--- config.mk ---
export PLATFORM = sky130hd
export DESIGN_NAME = pcdl_scan
export DESIGN_NICKNAME = d
export VERILOG_FILES = /design/src/hw/rtl/pcdl_pkg.sv /design/src/hw/rtl/pcdl_scan.sv
export SDC_FILE = /design/constraint.sdc
export NUM_CORES = 1
export LEC_CHECK = 0
export BUFFER_PORTS_ARGS = -buffer_cell sky130_fd_sc_hd__buf_2
export CORE_UTILIZATION = 51
export DETAILED_ROUTE_END_ITERATION = 8
export PLACE_DENSITY = 0.94
export SLEW_MARGIN = 0
export SYNTH_ARGS = -nofsm -noshare
export SYNTH_HDL_FRONTEND = slang
export SYNTH_SLANG_ARGS = --single-unit
--- constraint.sdc ---
create_clock -name clk_i -period 8.5 [get_ports clk_i]
set_input_delay 0.85 -clock clk_i [delete_from_list [all_inputs] [get_ports clk_i]]
set_output_delay 0.85 -clock clk_i [all_outputs]
set_load 0.02 [all_outputs]
--- src/hw/rtl/pcdl_pkg.sv ---
// shared types, widths and codes for the prefix cache directory
// no dependencies; imported by every module of the block
package pcdl_pkg;

  localparam int unsigned DEF_MAX_ENTRIES = 64;

  localparam int unsigned KEY_W   = 64;
  localparam int unsigned STAMP_W = 64;
  localparam int unsigned BLK_W   = 16;
  localparam int unsigned PLEN_W  = 12;
  localparam int unsigned SLOT_W  = 6;
  localparam int unsigned USED_W  = 7;
  localparam int unsigned TOT_W   = 32;

  localparam logic [TOT_W-1:0] TOT_MAX = '1;

  typedef enum logic {
    CMD_STORE = 1'b0,
    CMD_LOAD  = 1'b1
  } pcdl_cmd_e;

  typedef enum logic [1:0] {
    ST_STORED = 2'd0,
    ST_HIT    = 2'd1,
    ST_MISS   = 2'd2,
    ST_BAD    = 2'd3
  } pcdl_status_e;

  typedef enum logic [1:0] {
    S_IDLE,
    S_SCAN,
    S_UPDATE
  } pcdl_state_e;

  // per-array write enables of the entry store
  typedef struct packed {
    logic key;
    logic blocks;
    logic stamp;
  } pcdl_we_t;

  // control of the compare unit
  typedef struct packed {
    logic clear;
    logic valid;
  } pcdl_scan_ctl_t;

endpackage

--- src/hw/rtl/pcdl_scan.sv ---
// compare unit: key match and oldest-stamp search, one entry per cycle
// depends on pcdl_pkg
module pcdl_scan import pcdl_pkg::*; #(
  parameter int unsigned MAX_ENTRIES = DEF_MAX_ENTRIES,
  localparam int unsigned IDX_W = $clog2(MAX_ENTRIES)
) (
  input  logic               clk_i,
  input  logic               rst_ni,
  input  pcdl_scan_ctl_t     ctl_i,
  input  logic [IDX_W-1:0]   idx_i,
  input  logic [KEY_W-1:0]   ref_key_i,
  input  logic [KEY_W-1:0]   key_i,
  input  logic [STAMP_W-1:0] stamp_i,
  input  logic [BLK_W-1:0]   blocks_i,
  output logic               found_o,
  output logic [IDX_W-1:0]   hit_idx_o,
  output logic [BLK_W-1:0]   hit_blocks_o,
  output logic [IDX_W-1:0]   lru_idx_o
);

  logic               found_q, found_d;
  logic [IDX_W-1:0]   hit_idx_q;
  logic [BLK_W-1:0]   hit_blocks_q;
  logic [IDX_W-1:0]   lru_idx_q;
  logic [STAMP_W-1:0] min_stamp_q;
  logic               take_hit;
  logic               take_min;

  // first matching key wins; oldest stamp taken only when strictly smaller
  always_comb begin
    take_hit = ctl_i.valid && !found_q && (key_i == ref_key_i);
    take_min = ctl_i.valid && ((idx_i == '0) || (stamp_i < min_stamp_q));
    found_d  = found_q;
    if (ctl_i.clear) begin
      found_d = 1'b0;
    end else if (take_hit) begin
      found_d = 1'b1;
    end
  end

  always_ff @(posedge clk_i or negedge rst_ni) begin
    if (!rst_ni) begin
      found_q <= 1'b0;
    end else begin
      found_q <= found_d;
    end
  end

  // hit and candidate payload
  always_ff @(posedge clk_i) begin
    if (take_hit) begin
      hit_idx_q    <= idx_i;
      hit_blocks_q <= blocks_i;
    end
    if (take_min) begin
      lru_idx_q   <= idx_i;
      min_stamp_q <= stamp_i;
    end
  end

  assign found_o      = found_q;
  assign hit_idx_o    = hit_idx_q;
  assign hit_blocks_o = hit_blocks_q;
  assign lru_idx_o    = lru_idx_q;

endmodule

Word level (Yosys, flattened, before mapping)
Cells that the tools add are included.

storage, ports and cells
  logic and storage cells = 16
  output and inout port bits = 29
  register bits after elaboration = 93
  input port bits = 218

operators by class
  muxes and demuxes = 2
  equal/unequal tests = 1
  reductions and logical operators = 7
  $lt $le $gt $ge = 1

operator list
  cell                 number
  $eq A64 B64 Y1       1
  $lt A64 B64 Y1       1
  $logic_not A6 Y1     1
  $logic_and A1 B1 Y1  3
  $mux W1              2
  $reduce_bool A2 Y1   1
  $logic_not A1 Y1     1
  $logic_or A1 B1 Y1   1

Depth between registers and ports, before layout
Gate-level depths: netlist (run 1).

  depth in word-level cells = 5
  depth in mapped cells = 8
  mapped depth without buffers = 8

Worst setup path after synthesis (run 1)
OpenSTA, ideal clock, no wires.

  path type = input -> register
  start point = in stamp_i[23]
  end point = reg lru_idx_q[0], in the netlist lru_idx_o[0] (enable)
  buffers on the path = 0
  data arrival time = 5.076 ns
  library setup time = 0.507 ns
  stages on the path = 7
  path slack = 2.917 ns
  cell sequence = ha_1 -> a21oi_1 -> o21ai_1 -> a22o_1 -> o41ai_1 -> a21oi_1 -> o21ai_1

on the way
  word-level cells in the longest chain between the ends = 3

ends and longest elaborated chain
  element               line             RTL
  start, declared       pcdl_scan.sv:13  input logic [STAMP_W-1:0] stamp_i,
  $lt A64 B64 Y1        pcdl_scan.sv:32  take_min = ctl_i.valid && ((idx_i == '0) || (stamp_i < min_stamp_q));
  $logic_or A1 B1 Y1    pcdl_scan.sv:32
  $logic_and A1 B1 Y1   pcdl_scan.sv:32
  named net take_min    pcdl_scan.sv:27  logic take_min;
  end signal, assigned  pcdl_scan.sv:56  lru_idx_q <= idx_i;
  end, declared         pcdl_scan.sv:24  logic [IDX_W-1:0] lru_idx_q;

The timed path passes the listed nets, and every way through them passes these cells.
A chain may end at the register's enable or synchronous reset.

Final worst setup path (run 1)
  start point = in stamp_i[1]
  end point = reg min_stamp_q[59] (enable)

on the way
  word-level cells in the longest chain between the ends = 3

ends and longest elaborated chain
  element               line             RTL
  $lt A64 B64 Y1        pcdl_scan.sv:32
  $logic_or A1 B1 Y1    pcdl_scan.sv:32
  $logic_and A1 B1 Y1   pcdl_scan.sv:32
  named net take_min    pcdl_scan.sv:27
  end signal, assigned  pcdl_scan.sv:57  min_stamp_q <= stamp_i;
  end, declared         pcdl_scan.sv:25  logic [STAMP_W-1:0] min_stamp_q;

The timed path passes the listed nets, and every way through them passes these cells.

==> metrics.txt, run 1 <==
register area roughly 2800 µm²; CTS Buf Count 9; clk buf depth 2; CP startpoint kind input port; Final WS setup 4.53 ns; Clock Latency Late Sink 0.36 ns; Lkg Pwr about 3.2 nW; post-placement cell count 801; die extent in y 103 µm; Post-DRT Antenna Nets 0; pre-CTS WS 4.25 ns; CTS tree built; Vias 4413; Crit Reg-Reg Endpoint min_stamp_q[59]; Tot Pwr 1.03 mW; hold buffer count at CTS 0; wire per inst about 19 µm; post-synthesis register bit count 93; synthesized instance count 420; Post-Route Utilization 69.5%; pwr/cell area 151 nW/µm²; status finished, final reports clean; total core area between 9000 and 10000 µm²; Clock Skews 0.0126 ns; Post-Syn Nets between 700 and 800; clock-pin slew on the worst setup and hold paths 0.08 ns; Max Cap Viol 0; DP HPWL 13500 µm; worst-path fanout max 38; IO buf count 246; Critical Path AT 3.96 ns; setup violators final 0; Die Span X 103 µm; Worst slew margin 26.9%; CTS root buffer clkbuf_8; final setup TNS 0 ns; Area growth, synth to finish 31.7%; final slew viol count 0; via/cell ratio 5.34; DRC Markers 0; synth warn 0; largest area contributor in the netlist edfxtp_1; vias in the first global route around 4600; share of cells above drive strength 1 between 30% and 40%; Yosys top cell area share 53.5%; DIE AREA 10500 µm²; Slew @ Worst Pin between 1 and 1.5 ns; grt peak-use layer met2; router iterations before antenna repair 4; fill cell total of the finished layout 735; final std cells w/o fill about 830; WHS around 0.26 ns; Hold Vio Cnt, Final 0; required time of the critical path 8.50 ns; final period utilization 46.7%; min cycle time layout just under 4 ns; Initial DRC Count around 200; met2 Track Usage GR 55.7%; Post-Layout Inst Area roughly 6800 µm²; Initial Utilization 52.8%; initial antenna violation count 8; r2r worst-path depth 9; Sink Count 93; Mapped Avg Cell Area between 10 and 15 µm²; FF-to-FF Start min_stamp_q[41]; top post-synthesis cells by area edfxtp_1, ha_1, xnor2_1; area of the multi-input gates 2100 µm²; post-synthesis cell area 5160 µm²; R2R Setup Slk 4.75 ns; Setup CP Type in -> reg; Net count, final 960; FP Rows 36; fmax 252 MHz; met3 Use GR 8.14%; Peak VDD IR 82.7 µV; most frequent cells in the layout buf_2, edfxtp_1, inv_1; Unique masters post-synth 41; GR Overflow Total 0; first-pass GRT wire length about 23000 µm; placed instance area 6590 µm²; Post-CTS Setup Inserts 0; number of flops mapped to enable cells by yosys 92; asr flop ratio synth under 10%; top-level I/O count approximately 250; H-tree depth 3; largest net degree at the start of global routing 39; post-cts sizing count 0; met1 usage between 30% and 40%; endpoint class of the critical path register; Critical Path Source stamp_i[1]; worst min-delay path class in -> async; commonest non-fill, non-tap cell in the layout buf_2; gpl congestion 0.881; main flop type after synthesis edfxtp_1; DRT Wirelength 16100 µm; register area share after synthesis a little over half; RSZ-0062 raised after global routing false; total track usage 30.8%; crit path to min_stamp_q[59]
[layout make-up]
class	instances	area share, %
inverter	78	4.31
multi-input combinational	249	30.9
antenna	10	0.368
clock inverter	5	0.773
timing repair buffer	248	18.3
tap	133	2.45
sequential	93	41.0
clock buffer	10	1.88
[how the worst min path moves through the flow]
stage	start	end	slack (ns)	cells after the start
after floorplan	rst_ni	found_o	0.55	0
after global placement	found_o	found_o	0.55	1
after detailed placement	found_o	found_o	0.55	1
after CTS	rst_ni	found_o	0.24	1
after global routing	rst_ni	found_o	0.24	1
final	rst_ni	found_o	0.26	1
[flip-flops by register name, summed over array words and instances (netlist names)]
name          count
min_stamp_q      64
found_o           1
hit_idx_o         6
lru_idx_o         6
hit_blocks_o     16
[logic make-up after synthesis]
family	share of synthesized area, %
simple gates	7.74
flops	54.0
fa+ha+maj	15.3
compound gates	8.97
buf+inv	5.67
xor+xnor	8.32
[power by group]
group,internal (mW),switching (mW)
clock network,0.133,0.152
registers,0.536,0.00712
logic,0.0941,0.103
total,0.763,0.263
[per-layer routing]
| layer | part of all wire [%] | routed length [µm] |
|---|---|---|
| met5 | 0 | 0 |
| met4 | 3.3 | 536 |
| met3 | 7.5 | 1210 |
| met2 | 54 | 8640 |
| met1 | 35 | 5710 |
[worst max-delay path: stages]
cell and delay (ns):
buf_2 0.11, ha_1 0.29, a2111oi_0 0.45, o211ai_1 0.18
a211oi_1 0.36, o2111ai_1 0.23, o21ai_4 0.90, buf_4 0.58
[synth_stat cells (all sizes together), types with 2 or more instances]
master,instances
edfxtp,92
inv,78
ha,63
xnor2,42
nand4,24
a21oi,23
a21o,10
nand3,9
nor2,7
xor2,7
nor2b,6
nor4,6
o21ai,6
nand2,5
o22ai,5
nand2b,4
o21a,4
a21boi,3
a22o,3
or4,3
a2111oi,2
o2111ai,2
o2bb2ai,2
(Power assumes the default switching activity.)
==> run 2: changes to the inputs <==
--- a/config.mk
+++ b/config.mk
@@ -6,9 +6,9 @@
 export NUM_CORES = 1
 export LEC_CHECK = 0
 export BUFFER_PORTS_ARGS = -buffer_cell sky130_fd_sc_hd__buf_2
-export CORE_UTILIZATION = 51
+export CORE_UTILIZATION = 47
 export DETAILED_ROUTE_END_ITERATION = 8
-export PLACE_DENSITY = 0.94
+export PLACE_DENSITY = 0.88
 export SLEW_MARGIN = 0
 export SYNTH_ARGS = -nofsm -noshare
 export SYNTH_HDL_FRONTEND = slang
==> constraint.sdc (replaced) <==
create_clock -name clk_i -period 3.8 [get_ports clk_i]
set_input_delay 0.38 -clock clk_i [delete_from_list [all_inputs] [get_ports clk_i]]
set_output_delay 0.38 -clock clk_i [all_outputs]
set_load 0.02 [all_outputs]
==> metrics.txt, run 2 (same netlist as run 1, synthesis figures left out) <==
vias in the first global route roughly 4700; Worst slew margin 60.4%; wire per inst 19.4 µm; Max stage delay cell, worst path buf_4; min cycle time layout 2.95 ns; Critical Path Source min_stamp_q[1]; Max Cap Viol 0; Area growth, synth to finish 31.8%; Vias 4372; post-placement cell count 805; Crit Reg-Reg Endpoint lru_idx_o[1]; first-pass GRT wire length 23900 µm; Initial DRC Count between 200 and 250; total core area 10500 µm²; DIE AREA 11400 µm²; gpl congestion 0.910; share of cells above drive strength 1 38.8%; endpoint class of the critical path register; Combinational Power Share between 10% and 20%; NetSw slightly below 600 µW; setup violators final 0; DRC Markers 0; fmax 339 MHz; Die Span X 107 µm; CTS tree built; pwr/cell area 338 nW/µm²; FP Rows 37; Top reg by flops min_stamp_q; RSZ-0062 raised after global routing false; Slew @ Worst Pin just under 0.6 ns; Sink Count 93; Clock Skews between 0.01 and 0.015 ns; Initial Utilization 49.3%; Critical Path, Cell by Cell inv_1 -> ha_1 -> a2111oi_0 -> o211ai_1 -> a211oi_1 -> o2111ai_1 -> o21ai_4 -> buf_4; worst-path fanout max 46; Worst Path Buf+Inv 2; Final WS setup roughly 0.85 ns; status finished, final reports clean; total track usage between 20% and 30%; hold endpoint hit_blocks_o[14]; GR Overflow Total 0; Clock Power Share around 28%; final slew viol count 0; required time of the critical path 3.79 ns; Lkg Pwr 3.25 nW; final setup TNS 0 ns; H-tree depth 3; Net count, final ~960; top-level I/O count roughly 250; Post-DRT Antenna Nets 0; pre-CTS WS 0.703 ns; DP HPWL 13500 µm; clock-pin slew on the worst setup and hold paths ~0.09 ns; commonest non-fill, non-tap cell in the layout buf_2; via/cell ratio 5.31; CTS root buffer clkbuf_8; Internal 1.71 mW; Reg power frac a little over half; most frequent cells in the layout buf_2, edfxtp_1, inv_1; final period utilization 77.6%; sw frac between 20% and 30%; die extent in y 107 µm; r2r worst-path depth 8; Setup CP Type reg -> reg; post-cts sizing count 0; FF-to-FF Start min_stamp_q[1]; worst min-delay path class in -> reg; Hold Startpoint blocks_i[14]; final std cells w/o fill 824; CP startpoint kind register; R2R Setup Slk around 0.85 ns; Post-Layout Inst Area 6800 µm²; IO buf count approximately 250; crit-path max cell delay 0.52 ns; DRT Wirelength ~16000 µm; clk buf depth 2; placed instance area 6600 µm²; Critical Path AT 2.94 ns; Hold Vio Cnt, Final 0; initial antenna violation count 3; Top Family by Delay on Critical Path compound AO/OA/AOI/OAI gates; Clock Latency Late Sink between 0.3 and 0.4 ns; largest net degree at the start of global routing 47; max FFs per register 64; Peak VDD IR around 210 µV; hold path cells 1; router iterations before antenna repair 4; CTS Buf Count 9; Tot Pwr 2.30 mW
==> run 2: cell count changes in the layout (fill, tap and decap cells not counted) <==
cell,before,now
clkinv_2,0,2
dlygate4sd3_1,0,1
buf_4,2,3
clkinvlp_4,2,0
clkinv_1,2,1
diode_2,10,3
clkinv_4,0,1
==> run 2: layout make-up <==
cell class	count	area (µm²)
fill	837	3660
sequential	93	2790
multi-input combinational	249	2100
timing repair buffer	250	1260
inverter	78	293
tap	136	170
clock buffer	10	128
clock inverter	5	52.6
antenna	3	7.51
==> run 2: how the worst max path moves through the flow <==
stage | depth (start not counted) | slack (ns) | to
2_1_floorplan | 7 | 0.009 | lru_idx_o[0]
3_3_place_gp | 8 | 0.70 | lru_idx_o[1]
3_5_place_dp | 8 | 0.70 | min_stamp_q[24]
4_1_cts | 8 | 0.80 | lru_idx_o[0]
5_1_grt | 8 | 0.69 | lru_idx_o[1]
6_report | 8 | 0.85 | lru_idx_o[1]
==> run 2: power groups by stage <==
stage / Combinational [mW] / Clock, mW / Sequential, mW
after floorplan: 0.215 / 0 / 1.24
after global placement: 0.413 / 0 / 1.23
after detailed placement: 0.442 / 0 / 1.24
after CTS: 0.450 / 0.644 / 1.21
after global routing: 0.499 / 0.683 / 1.22
final: 0.447 / 0.640 / 1.21
==> run 2: metrics by stage <==
stage               utilization [%]  hold WS, ns
floorplan                         -       0.0844
detailed placement             63.1        0.164
CTS                            64.9        0.179
global route                   65.0        0.172
finish                         65.0        0.189
global placement               63.1        0.158
==> run 2: routing by layer <==
metal	global-route usage [%]	share of wire [%]	vias to the layer above
met3	5.90	5.7	39
li1	-	-	2049
met5	0	0	-
met1	30.8	37	2093
met4	13.3	3.7	0
met2	54.1	54	191
==> run 2: repair_timing <==
| action | in CTS | in global routing |
|---|---|---|
| buffers inserted | 0 | 0 |
| endpoints found under the hold margin | 1 | 0 |
| hold buffers | 1 | 0 |
==> run 3: changes to the inputs <==
==> constraint.sdc (replaced) <==
create_clock -name clk_i -period 2.75 [get_ports clk_i]
set_input_delay 0.275 -clock clk_i [delete_from_list [all_inputs] [get_ports clk_i]]
set_output_delay 0.275 -clock clk_i [all_outputs]
set_load 0.02 [all_outputs]
==> metrics.txt, run 3 (same netlist as run 1, synthesis figures left out) <==
die extent in y 107 µm; Clock Power Share 28.2%; IO buf count approximately 250; final period utilization between 90% and 100%; DRT Wirelength 14000 µm; Die Span X 107 µm; sw frac about a quarter; worst-path fanout max 42; clock-pin slew on the worst setup and hold paths 0.10 ns; Reg power frac between 50% and 60%; Crit path depth 8; wire per inst between 15 and 20 µm; Critical Path, Cell by Cell inv_1 -> ha_1 -> a2111oi_1 -> o211ai_1 -> a211oi_1 -> o2111ai_1 -> o21ai_4 -> buf_12; total core area 10500 µm²; CTS root buffer clkbuf_8; NetSw 816 µW; Worst Path Buf+Inv 2; Max stage delay cell, worst path a2111oi_1; hold path cells 1; endpoint class of the critical path register; top-level I/O count between 200 and 250; CP startpoint kind register; FP Rows 37; r2r worst-path depth 8; router iterations before antenna repair 4; status finished, final reports clean; H-tree depth 3; initial antenna violation count 6; Slew @ Worst Pin between 0.5 and 0.6 ns; Internal ~2.4 mW; most frequent cells in the layout buf_2, edfxtp_1, inv_1; DP HPWL 11800 µm; vias in the first global route between 4000 and 5000; fmax between 300 and 400 MHz; worst min-delay path class in -> reg; Setup CP Type reg -> reg; Critical Path AT 2.62 ns; Post-DRT Antenna Nets 0; pwr/cell area 466 nW/µm²; crit-path max cell delay 0.39 ns; min cycle time layout 2.58 ns; total track usage 25.1%; max FFs per register 64; final std cells w/o fill between 800 and 900; Clock Latency Late Sink 0.37 ns; Initial DRC Count 204; Area growth, synth to finish 32.6%; Hold Vio Cnt, Final 0; Net count, final 962; commonest non-fill, non-tap cell in the layout buf_2; Post-Route Utilization roughly two thirds; pre-CTS WS 0.126 ns; Final WS setup 0.175 ns; Worst slew margin 65.5%; Max Cap Viol 0; CTS tree built; GR Overflow Total 0; CTS Buf Count 9; DIE AREA around 11000 µm²; share of cells above drive strength 1 around two fifths; setup violators final 0; Clock Skews about 0.016 ns; Top Family by Delay on Critical Path compound AO/OA/AOI/OAI gates; RSZ-0062 raised after global routing false; clk buf depth 2; post-placement cell count 805; Lkg Pwr 3.26 nW; DRC Markers 0; Top reg by flops min_stamp_q; Initial Utilization 49.3%; first-pass GRT wire length 21400 µm; Vias 4271; R2R Setup Slk 0.17 ns; Peak VDD IR approximately 230 µV; required time of the critical path about 2.8 ns; largest net degree at the start of global routing 43; WHS 0.0809 ns; via/cell ratio 5.16; gpl congestion 0.926; Combinational Power Share ~19%; final slew viol count 0; fill cell total of the finished layout 810; Sink Count 93
run 3: changes by cell type in the layout (fill, tap and decap cells not counted):
cell / previous run / this run
inv_6: 0 / 1
clkinv_1: 1 / 2
a2111oi_0: 2 / 1
clkinv_4: 1 / 0
buf_12: 0 / 2
clkbuf_1: 1 / 0
diode_2: 3 / 6
clkinvlp_4: 0 / 1
a2111oi_1: 0 / 1
buf_4: 3 / 1
run 3: path summary, 6_finish.rpt:
kind | startpoint | end
setup / recovery | min_stamp_q[1] | min_stamp_q[53]
hold / removal | blocks_i[2] | hit_blocks_o[2]
setup reg to reg | min_stamp_q[1] | min_stamp_q[53]
hold reg to reg | found_o | found_o
max in group asynchronous | rst_ni | found_o
min in group asynchronous | rst_ni | found_o
run 3: area by class of cell:
cell class	count	area (µm²)	share of cell area, %
timing repair buffer	250	1290	18.8
antenna	6	15.0	0.219
tap	136	170	2.49
sequential	93	2790	40.7
clock buffer	9	124	1.81
inverter	78	293	4.28
clock inverter	7	63.8	0.933
multi-input combinational	249	2100	30.7
run 3: power by group through the flow:
stage	clock network, mW	logic, mW	registers [mW]
after floorplan	0	0.301	1.71
after global routing	0.955	0.689	1.68
after CTS	0.906	0.618	1.67
after global placement	0	0.572	1.70
after detailed placement	0	0.612	1.71
final	0.898	0.614	1.67
run 3: timing repair:
action,in CTS,in global routing
hold buffers,1,0
gates resized for setup,0,0
hold endpoints to repair,1,0
setup buffers,0,0
run 3: layer usage:
layer  wire [µm]  share of wire (%)  GRT usage (%)  vias up
met5           0                  0              0        -
met4         773                5.5           16.8        0
met3         605                4.3           4.01       43
met2        7470                 53           46.3      170
met1        5160                 37           26.2     2002
li1            -                  -              -     2056
run 3: metrics by stage:
stage	TNS [ns]	total power, mW	instance area, µm²
6_report	0	3.19	6840
3_5_place_dp	0	2.32	6630
5_1_grt	0	3.32	6840
2_1_floorplan	-23.32	2.01	5180
4_1_cts	0	3.20	6830
3_3_place_gp	0	2.28	6630
